===== src/design/scdf_pkg.sv =====
// Shared types, codes and helpers for the smart-card ATR parser and block deframer.
`timescale 1ns / 1ps

package scdf_pkg;

  // Default ceiling for the reported interface group number.
  localparam int MAX_GROUP_DEF = 15;

  // Request commands.
  localparam logic CMD_BYTE    = 1'b0;
  localparam logic CMD_TIMEOUT = 1'b1;

  // Initial byte values.
  localparam logic [7:0] TS_DIRECT  = 8'h3B;
  localparam logic [7:0] TS_INVERSE = 8'h3F;

  // A valid block address has at least one nibble equal to this node code.
  localparam logic [3:0] ADDR_NODE = 4'h1;

  // Answer-to-reset walk positions.
  localparam logic [4:0] ATR_POS_T0   = 5'd1;
  localparam logic [4:0] ATR_POS_TA   = 5'd2;
  localparam logic [4:0] ATR_POS_TD   = 5'd5;
  localparam logic [4:0] ATR_POS_HIST = 5'd6;

  // Interface byte kinds.
  localparam logic [1:0] KIND_TA = 2'd0;
  localparam logic [1:0] KIND_TB = 2'd1;
  localparam logic [1:0] KIND_TC = 2'd2;
  localparam logic [1:0] KIND_TD = 2'd3;

  // Result event codes.
  typedef enum logic [2:0] {
    EV_IFACE     = 3'd0,
    EV_HIST      = 3'd1,
    EV_ATR_END   = 3'd2,
    EV_PAYLOAD   = 3'd3,
    EV_FRAME_END = 3'd4,
    EV_TIMEOUT   = 3'd5
  } event_t;

  // One result item.
  typedef struct packed {
    event_t      event_res;
    logic [7:0]  byte_value;
    logic [1:0]  iface_kind;
    logic [3:0]  group_number;
    logic [7:0]  position;
    logic [7:0]  frame_address;
    logic [7:0]  frame_control;
    logic [7:0]  frame_length;
    logic        check_ok;
    logic        inverse_mode;
  } res_t;

  // Reverses the bit order of a byte for inverse convention.
  function automatic logic [7:0] rev8(input logic [7:0] v);
    logic [7:0] a;
    logic [7:0] c;
    a = ((v & 8'h55) << 1) | ((v & 8'hAA) >> 1);
    c = ((a & 8'h33) << 2) | ((a & 8'hCC) >> 2);
    return {c[3:0], c[7:4]};
  endfunction

endpackage


===== src/design/scdf_core.sv =====
// Line state tracker: ATR walk, block deframing and result decode for one byte.
`timescale 1ns / 1ps

module scdf_core #(
  parameter int MAX_GROUP_NUMBER = scdf_pkg::MAX_GROUP_DEF
) (
  input  logic             clk,
  input  logic             rst_n,
  input  logic             step,
  input  logic             cmd,
  input  logic [7:0]       line_byte,
  output logic             res_vld,
  output scdf_pkg::res_t   res
);
  import scdf_pkg::*;

  localparam int GW = $clog2(MAX_GROUP_NUMBER);

  typedef enum logic [1:0] {PH_WAIT, PH_ATR, PH_BLOCK} line_t;
  typedef enum logic [1:0] {BP_ADDR, BP_CTRL, BP_LEN, BP_DATA} blk_t;

  line_t          phase_r, phase_nxt;
  blk_t           blk_r, blk_nxt;
  logic           rev_r, rev_nxt;
  logic [4:0]     pos_r, pos_nxt;
  logic [7:0]     axor_r, axor_nxt;
  logic [3:0]     hcnt_r, hcnt_nxt;
  logic [3:0]     mask_r, mask_nxt;
  logic [GW-1:0]  gcnt_r, gcnt_nxt;
  logic [7:0]     addr_r, addr_nxt;
  logic [7:0]     ctrl_r, ctrl_nxt;
  logic [7:0]     len_r, len_nxt;
  logic [7:0]     pcnt_r, pcnt_nxt;
  logic [7:0]     bxor_r, bxor_nxt;

  logic [7:0]     b;
  logic [7:0]     scan_byte;
  logic           do_scan;
  logic [1:0]     start;
  logic           found;
  logic [1:0]     kind;
  logic [4:0]     hpos;
  logic [GW:0]    gnext;
  logic [GW+3:0]  gwide;
  logic [7:0]     bx;

  // Byte in the current bit order, and helpers for the interface search.
  always_comb begin
    b     = rev_r ? rev8(line_byte) : line_byte;
    bx    = bxor_r ^ b;
    start = 2'(pos_r - ATR_POS_TA);
    found = 1'b0;
    kind  = KIND_TA;
    for (int k = 3; k >= 0; k--) begin
      if (mask_r[k] && (k >= int'(start))) begin
        found = 1'b1;
        kind  = 2'(k);
      end
    end
    hpos  = (pos_r <= ATR_POS_TD) ? ATR_POS_HIST : pos_r;
    gnext = (GW+1)'(gcnt_r) + (GW+1)'(1);
    gwide = (GW+4)'(gcnt_r) + (GW+4)'(1);
  end

  // Next state and result for the byte or timeout held at the input register.
  always_comb begin
    phase_nxt = phase_r;
    blk_nxt   = blk_r;
    rev_nxt   = rev_r;
    pos_nxt   = pos_r;
    axor_nxt  = axor_r;
    hcnt_nxt  = hcnt_r;
    mask_nxt  = mask_r;
    gcnt_nxt  = gcnt_r;
    addr_nxt  = addr_r;
    ctrl_nxt  = ctrl_r;
    len_nxt   = len_r;
    pcnt_nxt  = pcnt_r;
    bxor_nxt  = bxor_r;
    do_scan   = 1'b0;
    scan_byte = line_byte;
    res_vld   = 1'b0;
    res       = '0;
    res.inverse_mode = rev_r;

    if (cmd == CMD_TIMEOUT) begin
      // A timeout drops a partial ATR or block.
      case (phase_r)
        PH_BLOCK: begin
          if (blk_r != BP_ADDR) begin
            blk_nxt       = BP_ADDR;
            res_vld       = 1'b1;
            res.event_res = EV_TIMEOUT;
          end
        end
        PH_ATR: begin
          phase_nxt     = PH_WAIT;
          pos_nxt       = '0;
          res_vld       = 1'b1;
          res.event_res = EV_TIMEOUT;
        end
        default: begin
          phase_nxt = PH_WAIT;
          pos_nxt   = '0;
        end
      endcase
    end else begin
      case (phase_r)
        PH_ATR: begin
          axor_nxt = axor_r ^ b;
          if (pos_r <= ATR_POS_T0) begin
            // Format byte T0.
            mask_nxt = b[7:4];
            hcnt_nxt = b[3:0];
            pos_nxt  = ATR_POS_TA;
          end else if ((pos_r <= ATR_POS_TD) && found) begin
            // Interface byte of the current group.
            res_vld          = 1'b1;
            res.event_res    = EV_IFACE;
            res.byte_value   = b;
            res.iface_kind   = kind;
            res.group_number = gwide[3:0];
            if (kind == KIND_TD) begin
              mask_nxt = b[7:4];
              pos_nxt  = ATR_POS_TA;
              if (gnext < (GW+1)'(MAX_GROUP_NUMBER)) begin
                gcnt_nxt = gnext[GW-1:0];
              end
            end else begin
              pos_nxt = 5'(kind) + ATR_POS_TA + 5'd1;
            end
          end else if (6'(hpos) < (6'(ATR_POS_HIST) + 6'(hcnt_r))) begin
            // Historical byte.
            res_vld        = 1'b1;
            res.event_res  = EV_HIST;
            res.byte_value = b;
            res.position   = 8'(hpos - ATR_POS_HIST);
            pos_nxt        = hpos + 5'd1;
          end else begin
            // Check byte TCK closes the ATR.
            res_vld       = 1'b1;
            res.event_res = EV_ATR_END;
            res.check_ok  = ((axor_r ^ b) == 8'h00);
            pos_nxt       = hpos;
            phase_nxt     = PH_BLOCK;
            blk_nxt       = BP_ADDR;
          end
        end
        PH_BLOCK: begin
          bxor_nxt = bx;
          case (blk_r)
            BP_ADDR: begin
              if ((b[7:4] != ADDR_NODE) && (b[3:0] != ADDR_NODE)) begin
                // Not a block address: start over and look for an initial byte.
                phase_nxt = PH_WAIT;
                blk_nxt   = BP_ADDR;
                rev_nxt   = 1'b0;
                pos_nxt   = '0;
                axor_nxt  = '0;
                hcnt_nxt  = '0;
                mask_nxt  = '0;
                gcnt_nxt  = '0;
                addr_nxt  = '0;
                ctrl_nxt  = '0;
                len_nxt   = '0;
                pcnt_nxt  = '0;
                bxor_nxt  = '0;
                do_scan   = 1'b1;
                scan_byte = b;
              end else begin
                addr_nxt = b;
                bxor_nxt = b;
                blk_nxt  = BP_CTRL;
              end
            end
            BP_CTRL: begin
              ctrl_nxt = b;
              blk_nxt  = BP_LEN;
            end
            BP_LEN: begin
              len_nxt  = b;
              pcnt_nxt = '0;
              blk_nxt  = BP_DATA;
            end
            default: begin
              if (pcnt_r < len_r) begin
                res_vld        = 1'b1;
                res.event_res  = EV_PAYLOAD;
                res.byte_value = b;
                res.position   = pcnt_r;
                pcnt_nxt       = pcnt_r + 8'd1;
              end else begin
                res_vld           = 1'b1;
                res.event_res     = EV_FRAME_END;
                res.frame_address = addr_r;
                res.frame_control = ctrl_r;
                res.frame_length  = len_r;
                res.check_ok      = (bx == 8'h00);
                blk_nxt           = BP_ADDR;
              end
            end
          endcase
        end
        default: begin
          do_scan = 1'b1;
        end
      endcase
    end

    // Initial byte detection picks the bit order and opens an ATR.
    if (do_scan && ((scan_byte == TS_DIRECT) || (scan_byte == TS_INVERSE))) begin
      rev_nxt   = (scan_byte == TS_INVERSE);
      phase_nxt = PH_ATR;
      pos_nxt   = ATR_POS_T0;
      axor_nxt  = '0;
      hcnt_nxt  = '0;
      mask_nxt  = '0;
      gcnt_nxt  = '0;
    end
  end

  // State registers.
  always_ff @(posedge clk) begin
    if (!rst_n) begin
      phase_r <= PH_WAIT;
      blk_r   <= BP_ADDR;
      rev_r   <= 1'b0;
      pos_r   <= '0;
      axor_r  <= '0;
      hcnt_r  <= '0;
      mask_r  <= '0;
      gcnt_r  <= '0;
      addr_r  <= '0;
      ctrl_r  <= '0;
      len_r   <= '0;
      pcnt_r  <= '0;
      bxor_r  <= '0;
    end else if (step) begin
      phase_r <= phase_nxt;
      blk_r   <= blk_nxt;
      rev_r   <= rev_nxt;
      pos_r   <= pos_nxt;
      axor_r  <= axor_nxt;
      hcnt_r  <= hcnt_nxt;
      mask_r  <= mask_nxt;
      gcnt_r  <= gcnt_nxt;
      addr_r  <= addr_nxt;
      ctrl_r  <= ctrl_nxt;
      len_r   <= len_nxt;
      pcnt_r  <= pcnt_nxt;
      bxor_r  <= bxor_nxt;
    end
  end

endmodule


===== src/design/smartcard_atr_and_block_deframer.sv =====
// Top level of the smart-card ATR parser and block deframer.
`timescale 1ns / 1ps

// Follows bytes seen on a smart-card line: finds the initial byte (0x3B direct,
// 0x3F inverse bit order), walks the answer-to-reset reporting interface and
// historical bytes and the TCK check, then deframes address/control/length
// blocks, streaming payload bytes and a frame-end result with the XOR check.
// A timeout request aborts a partial ATR or block. One request is taken every
// clock cycle while the input is not stalled; each accepted request is held in
// the input register, and its result is set by the result register that follows
// the byte logic behind it. Requests that cause no result (initial byte, T0,
// header bytes) produce no output. Back-pressure on the result side stalls the
// input only when both registers are full.

module smartcard_atr_and_block_deframer #(
  parameter int MAX_GROUP_NUMBER = scdf_pkg::MAX_GROUP_DEF
) (
  input  logic       clk,
  input  logic       rst_n,
  input  logic       in_valid,
  output logic       in_ready,
  input  logic       in_cmd,
  input  logic [7:0] in_line_byte,
  output logic       out_valid,
  input  logic       out_ready,
  output logic [2:0] out_event_res,
  output logic [7:0] out_byte_value,
  output logic [1:0] out_iface_kind,
  output logic [3:0] out_group_number,
  output logic [7:0] out_position,
  output logic [7:0] out_frame_address,
  output logic [7:0] out_frame_control,
  output logic [7:0] out_frame_length,
  output logic       out_check_ok,
  output logic       out_inverse_mode
);
  import scdf_pkg::*;

  logic       in_vld_r;
  logic       in_cmd_r;
  logic [7:0] in_byte_r;
  logic       out_vld_r;
  res_t       out_res_r;
  logic       adv;
  logic       step;
  logic       res_vld;
  res_t       res;

  // Pipeline moves when the result register is free or being drained.
  assign adv      = !out_vld_r || out_ready;
  assign step     = in_vld_r && adv;
  assign in_ready = !in_vld_r || adv;

  // Input register.
  always_ff @(posedge clk) begin
    if (!rst_n) begin
      in_vld_r <= 1'b0;
    end else if (in_ready) begin
      in_vld_r <= in_valid;
    end
  end

  always_ff @(posedge clk) begin
    if (in_valid && in_ready) begin
      in_cmd_r  <= in_cmd;
      in_byte_r <= in_line_byte;
    end
  end

  scdf_core #(
    .MAX_GROUP_NUMBER (MAX_GROUP_NUMBER)
  ) u_core (
    .clk       (clk),
    .rst_n     (rst_n),
    .step      (step),
    .cmd       (in_cmd_r),
    .line_byte (in_byte_r),
    .res_vld   (res_vld),
    .res       (res)
  );

  // Result register.
  always_ff @(posedge clk) begin
    if (!rst_n) begin
      out_vld_r <= 1'b0;
    end else if (adv) begin
      out_vld_r <= step && res_vld;
    end
  end

  always_ff @(posedge clk) begin
    if (step && res_vld) begin
      out_res_r <= res;
    end
  end

  assign out_valid         = out_vld_r;
  assign out_event_res     = out_res_r.event_res;
  assign out_byte_value    = out_res_r.byte_value;
  assign out_iface_kind    = out_res_r.iface_kind;
  assign out_group_number  = out_res_r.group_number;
  assign out_position      = out_res_r.position;
  assign out_frame_address = out_res_r.frame_address;
  assign out_frame_control = out_res_r.frame_control;
  assign out_frame_length  = out_res_r.frame_length;
  assign out_check_ok      = out_res_r.check_ok;
  assign out_inverse_mode  = out_res_r.inverse_mode;

endmodule

===== config.mk =====
export PLATFORM = sky130hd
export DESIGN_NAME = smartcard_atr_and_block_deframer
export DESIGN_NICKNAME = d
export VERILOG_FILES = /design/src/design/scdf_pkg.sv /design/src/design/scdf_core.sv /design/src/design/smartcard_atr_and_block_deframer.sv
export SDC_FILE = /design/constraint.sdc
export NUM_CORES = 1
export LEC_CHECK = 0
export BUFFER_PORTS_ARGS = -buffer_cell sky130_fd_sc_hd__buf_2
export CAP_MARGIN = 15
export CORE_MARGIN = 4
export CORE_UTILIZATION = 50
export CTS_BUF_LIST = sky130_fd_sc_hd__clkbuf_4 sky130_fd_sc_hd__clkbuf_8
export DETAILED_ROUTE_END_ITERATION = 12
export GPL_TIMING_DRIVEN = 0
export HOLD_SLACK_MARGIN = 0.12
export PLACE_DENSITY = 0.72
export SLEW_MARGIN = 20
export SYNTH_ARGS = -nofsm -noshare
export SYNTH_HDL_FRONTEND = slang
export SYNTH_SLANG_ARGS = --single-unit

===== constraint.sdc =====
create_clock -name clk -period 4 [get_ports clk]
set_input_delay 0.8 -clock clk [delete_from_list [all_inputs] [get_ports clk]]
set_output_delay 0.8 -clock clk [all_outputs]
set_load 0.05 [all_outputs]

==> flow_metrics.py <==
metrics = {
    "run_status": {
        "run_status": "complete, no violations",
    },
    "die": {
        "io_pins": 66,
        "die_area_sq_um": 15430,
        "rows": 42,
        "core-area_sq_um": 13240,
        "fp.dieH_um": 124.2,
        "die_w_um": 124.2,
        "initial_core_util": 0.5099,
    },
    "clock_network": {
        "cts_root_buffer": "clkbuf_8",
        "clkLatencyLatePin_ps": 470,
        "cts_setup_buffers": 0,
        "cts_max_level": 4,
        "cts_buffers": 17,
        "cts_sinks": 132,
        "clk_path_buf_depth": 2,
        "clk_pin_slew_ps": 80,
        "tritoncts": "yes",
        "cts_resized": 0,
        "postCtsHoldBufs": 0,
    },
    "route": {
        "drtAntennaViolNets": 0,
        "drt_iter0_markers": 536,
        "num_vias": 5592,
        "first_pass_iters": 6,
        "postRouteWirelength_um": 16490,
        "drc": 0,
        "wl_per_cell_um": 16.84,
        "viasPerCell": 5.712,
    },
    "synthesis": {
        "synth-xor-area-share": 0.03372,
        "synthesis.nets": 741,
        "ys.flop_type": "dfxtp_1",
        "synth_fa_ha_area_frac": 0.04595,
        "syn_inst": 704,
        "synth.most_common_cell": "nand2_1",
        "synthMuxAreaShare": 0.04169,
        "synth_top_area_share": 0.2668,
        "yosys.area_share.simple": 0.2029,
        "synth_top_family_by_area": "simple AND/OR/NAND/NOR gates",
        "ys_warn_count": 0,
        "netlist-cell-type-count": 67,
        "synthArstFlopShare": 0,
        "synth-compound-area-share": 0.1575,
        "yosys-top-cells-area": "edfxtp_1 27%, dfxtp_1 21%, nand2_1 4.6%",
        "syn_area_sq_um": 6753,
        "ys_seq_area_frac": 0.4803,
        "synth_common_cells": "83 x nand2_1, 72 x dfxtp_1, 60 x edfxtp_1",
        "ys_ff_latch": 132,
        "yosysTopAreaCell": "edfxtp_1",
        "synth.avg_cell_area_sq_um": 9.592,
        "synth_edf_count": 60,
    },
    "finish": {
        "regArea_sq_um": 3243,
        "fin_nets": 827,
        "fill_cells": 1170,
        "final_area_sq_um": 7848,
        "area_growth_pct": 16.21,
        "diodes": 0,
        "multi_input_area_sq_um": 3268,
        "drive_above_1_share": 0.1768,
    },
    "timing": {
        "rsz0062_at_grt": "false",
        "slew_viol_final": 0,
        "fin_skew_ps": 12.78,
        "min_period_ps": 3079,
        "setup_viol": 0,
        "timing.final.crit_share": 0.7697,
        "slew_headroom": 0.3107,
        "worstMarginPinSlew_ps": 1023,
        "hold_violations": 0,
        "fmax_mhz": 324.8,
    },
    "setup_path": {
        "cp_cell_sequence": "buf_2, nor2_1, or2_2, ha_1, nor4_1, o211ai_1, nand2_1, nand2_1, nor4_1, a21o_1",
        "path_buf_inv": 1,
        "worstPathArrival_ps": 3410,
        "critPathKind": "flop to flop",
        "critPathMaxStageDelay_ps": 530,
        "critPathMaxFanout": 10,
        "r2r_setup_slack_ps": 920,
        "critPathCaptureType": "flop",
        "critPathLaunchType": "flop",
        "path_delay_family": "simple AND/OR/NAND/NOR gates",
        "cpMaxStageDelayCell": "nor4_1",
        "crit_required_ps": 4340,
    },
    "place": {
        "dpl.hpwl_um": 11900,
        "dpl_cell_area_sq_um": 7368,
        "gp_congestion": 0.8971,
        "io_buffers": 65,
    },
    "power": {
        "leakagePower_nw": 2.764,
        "vdd_drop_max_uv": 240.9,
        "power.total_mw": 2.928,
        "power_density_nw_per_um2": 373.1,
    },
    "grt": {
        "grt_pass1_vias": 5425,
        "antenna_found_initial": 0,
        "grt_pass1_wl_um": 26990,
        "grt-ovfl-total": 0,
        "grt_max_degree": 27,
        "grt_usage": 0.2160,
    },
    "run": {
        "cap_violations": 0,
    },
    "hold_path": {
        "hp-class": "flop to flop",
    },
}
[worst min-delay path, cell delays in order (launching register included)]
cell     delay, ps
dfxtp_1        320
nand2_1         50
mux2i_1         60
[power breakdown]
group          total, mW  internal, mW  switching (mW)
clock               1.34         0.762           0.581
combinational      0.162        0.0512           0.110
sequential          1.42          1.41          0.0130
[stage by stage]
stage / TNS [ps] / worst slack [ps] / std cells / utilization / hold WS, ps
after floorplan: 0 / 761.9 / 704 / - / 435.2
after global placement: -5342 / -110.2 / 945 / 0.5516 / 460.3
after detailed placement: 0 / 938.5 / 947 / 0.5564 / 461.1
after CTS: 0 / 918.6 / 979 / 0.5926 / 479.2
after global routing: 0 / 601.1 / 979 / 0.5926 / 483.3
final: 0 / 921.3 / 979 / 0.5926 / 476.3
[final cells by class]
cell class,instances,area share
multi-input cells,512,0.4165
well taps,176,0.02806
clock buffers,17,0.02981
inverters,25,0.01196
plain buffers,35,0.02073
flip-flops and latches,132,0.4133
repair buffers,67,0.04847
clock inverters,15,0.03125
[metal layers]
| layer | track usage | vias up | routed length (um) |
|---|---|---|---|
| li1 | - | 2711 | - |
| met1 | 0.2759 | 2627 | 7186 |
| met2 | 0.3470 | 218 | 7846 |
| met3 | 0.05498 | 36 | 1072 |
| met4 | 0.09478 | 0 | 384 |
| met5 | 0 | - | 0 |
[path summary, 6_finish.rpt]
kind | from | end | cells past startpoint
max reg2reg | u_core.pos_r[3] | out_position[7] | 10
min reg2reg | u_core.mask_r[0] | u_core.mask_r[0] | 2
max | u_core.pos_r[3] | out_position[7] | 10
min | u_core.mask_r[0] | u_core.mask_r[0] | 2
[logic make-up (layout without fill, tap and decap cells)]
| group | Yosys count | after routing |
|---|---|---|
| compound gates | 159 | 159 |
| xor+xnor | 26 | 26 |
| fa+ha+maj | 25 | 25 |
| buf+inv | 60 | 159 |
| flops | 132 | 132 |
| mux | 27 | 27 |
| simple gates | 275 | 275 |
[cell usage in the layout (no fill, tap or decap), drive strengths merged, types with 5 or more instances in the layout]
cell type  synthesis  routed
o32ai             10      10
nand3             22      22
bufinv             0       5
a22oi             20      20
nand4             14      14
clkinv             0       5
mux2               9       9
and2              24      24
edfxtp            60      60
mux2i             18      18
ha                24      24
nor3              22      22
xor2               6       6
a21o               6       6
xnor2             20      20
nand2b             8       8
nor2b             15      15
clkbuf            19      36
buf               16      83
dfxtp             72      72
or3                7       7
nand2             83      83
a211oi             6       6
a21oi             40      40
o21ai             40      40
inv               25      30
or2                7       7
nor2              56      56
(Power assumes the default switching activity.)
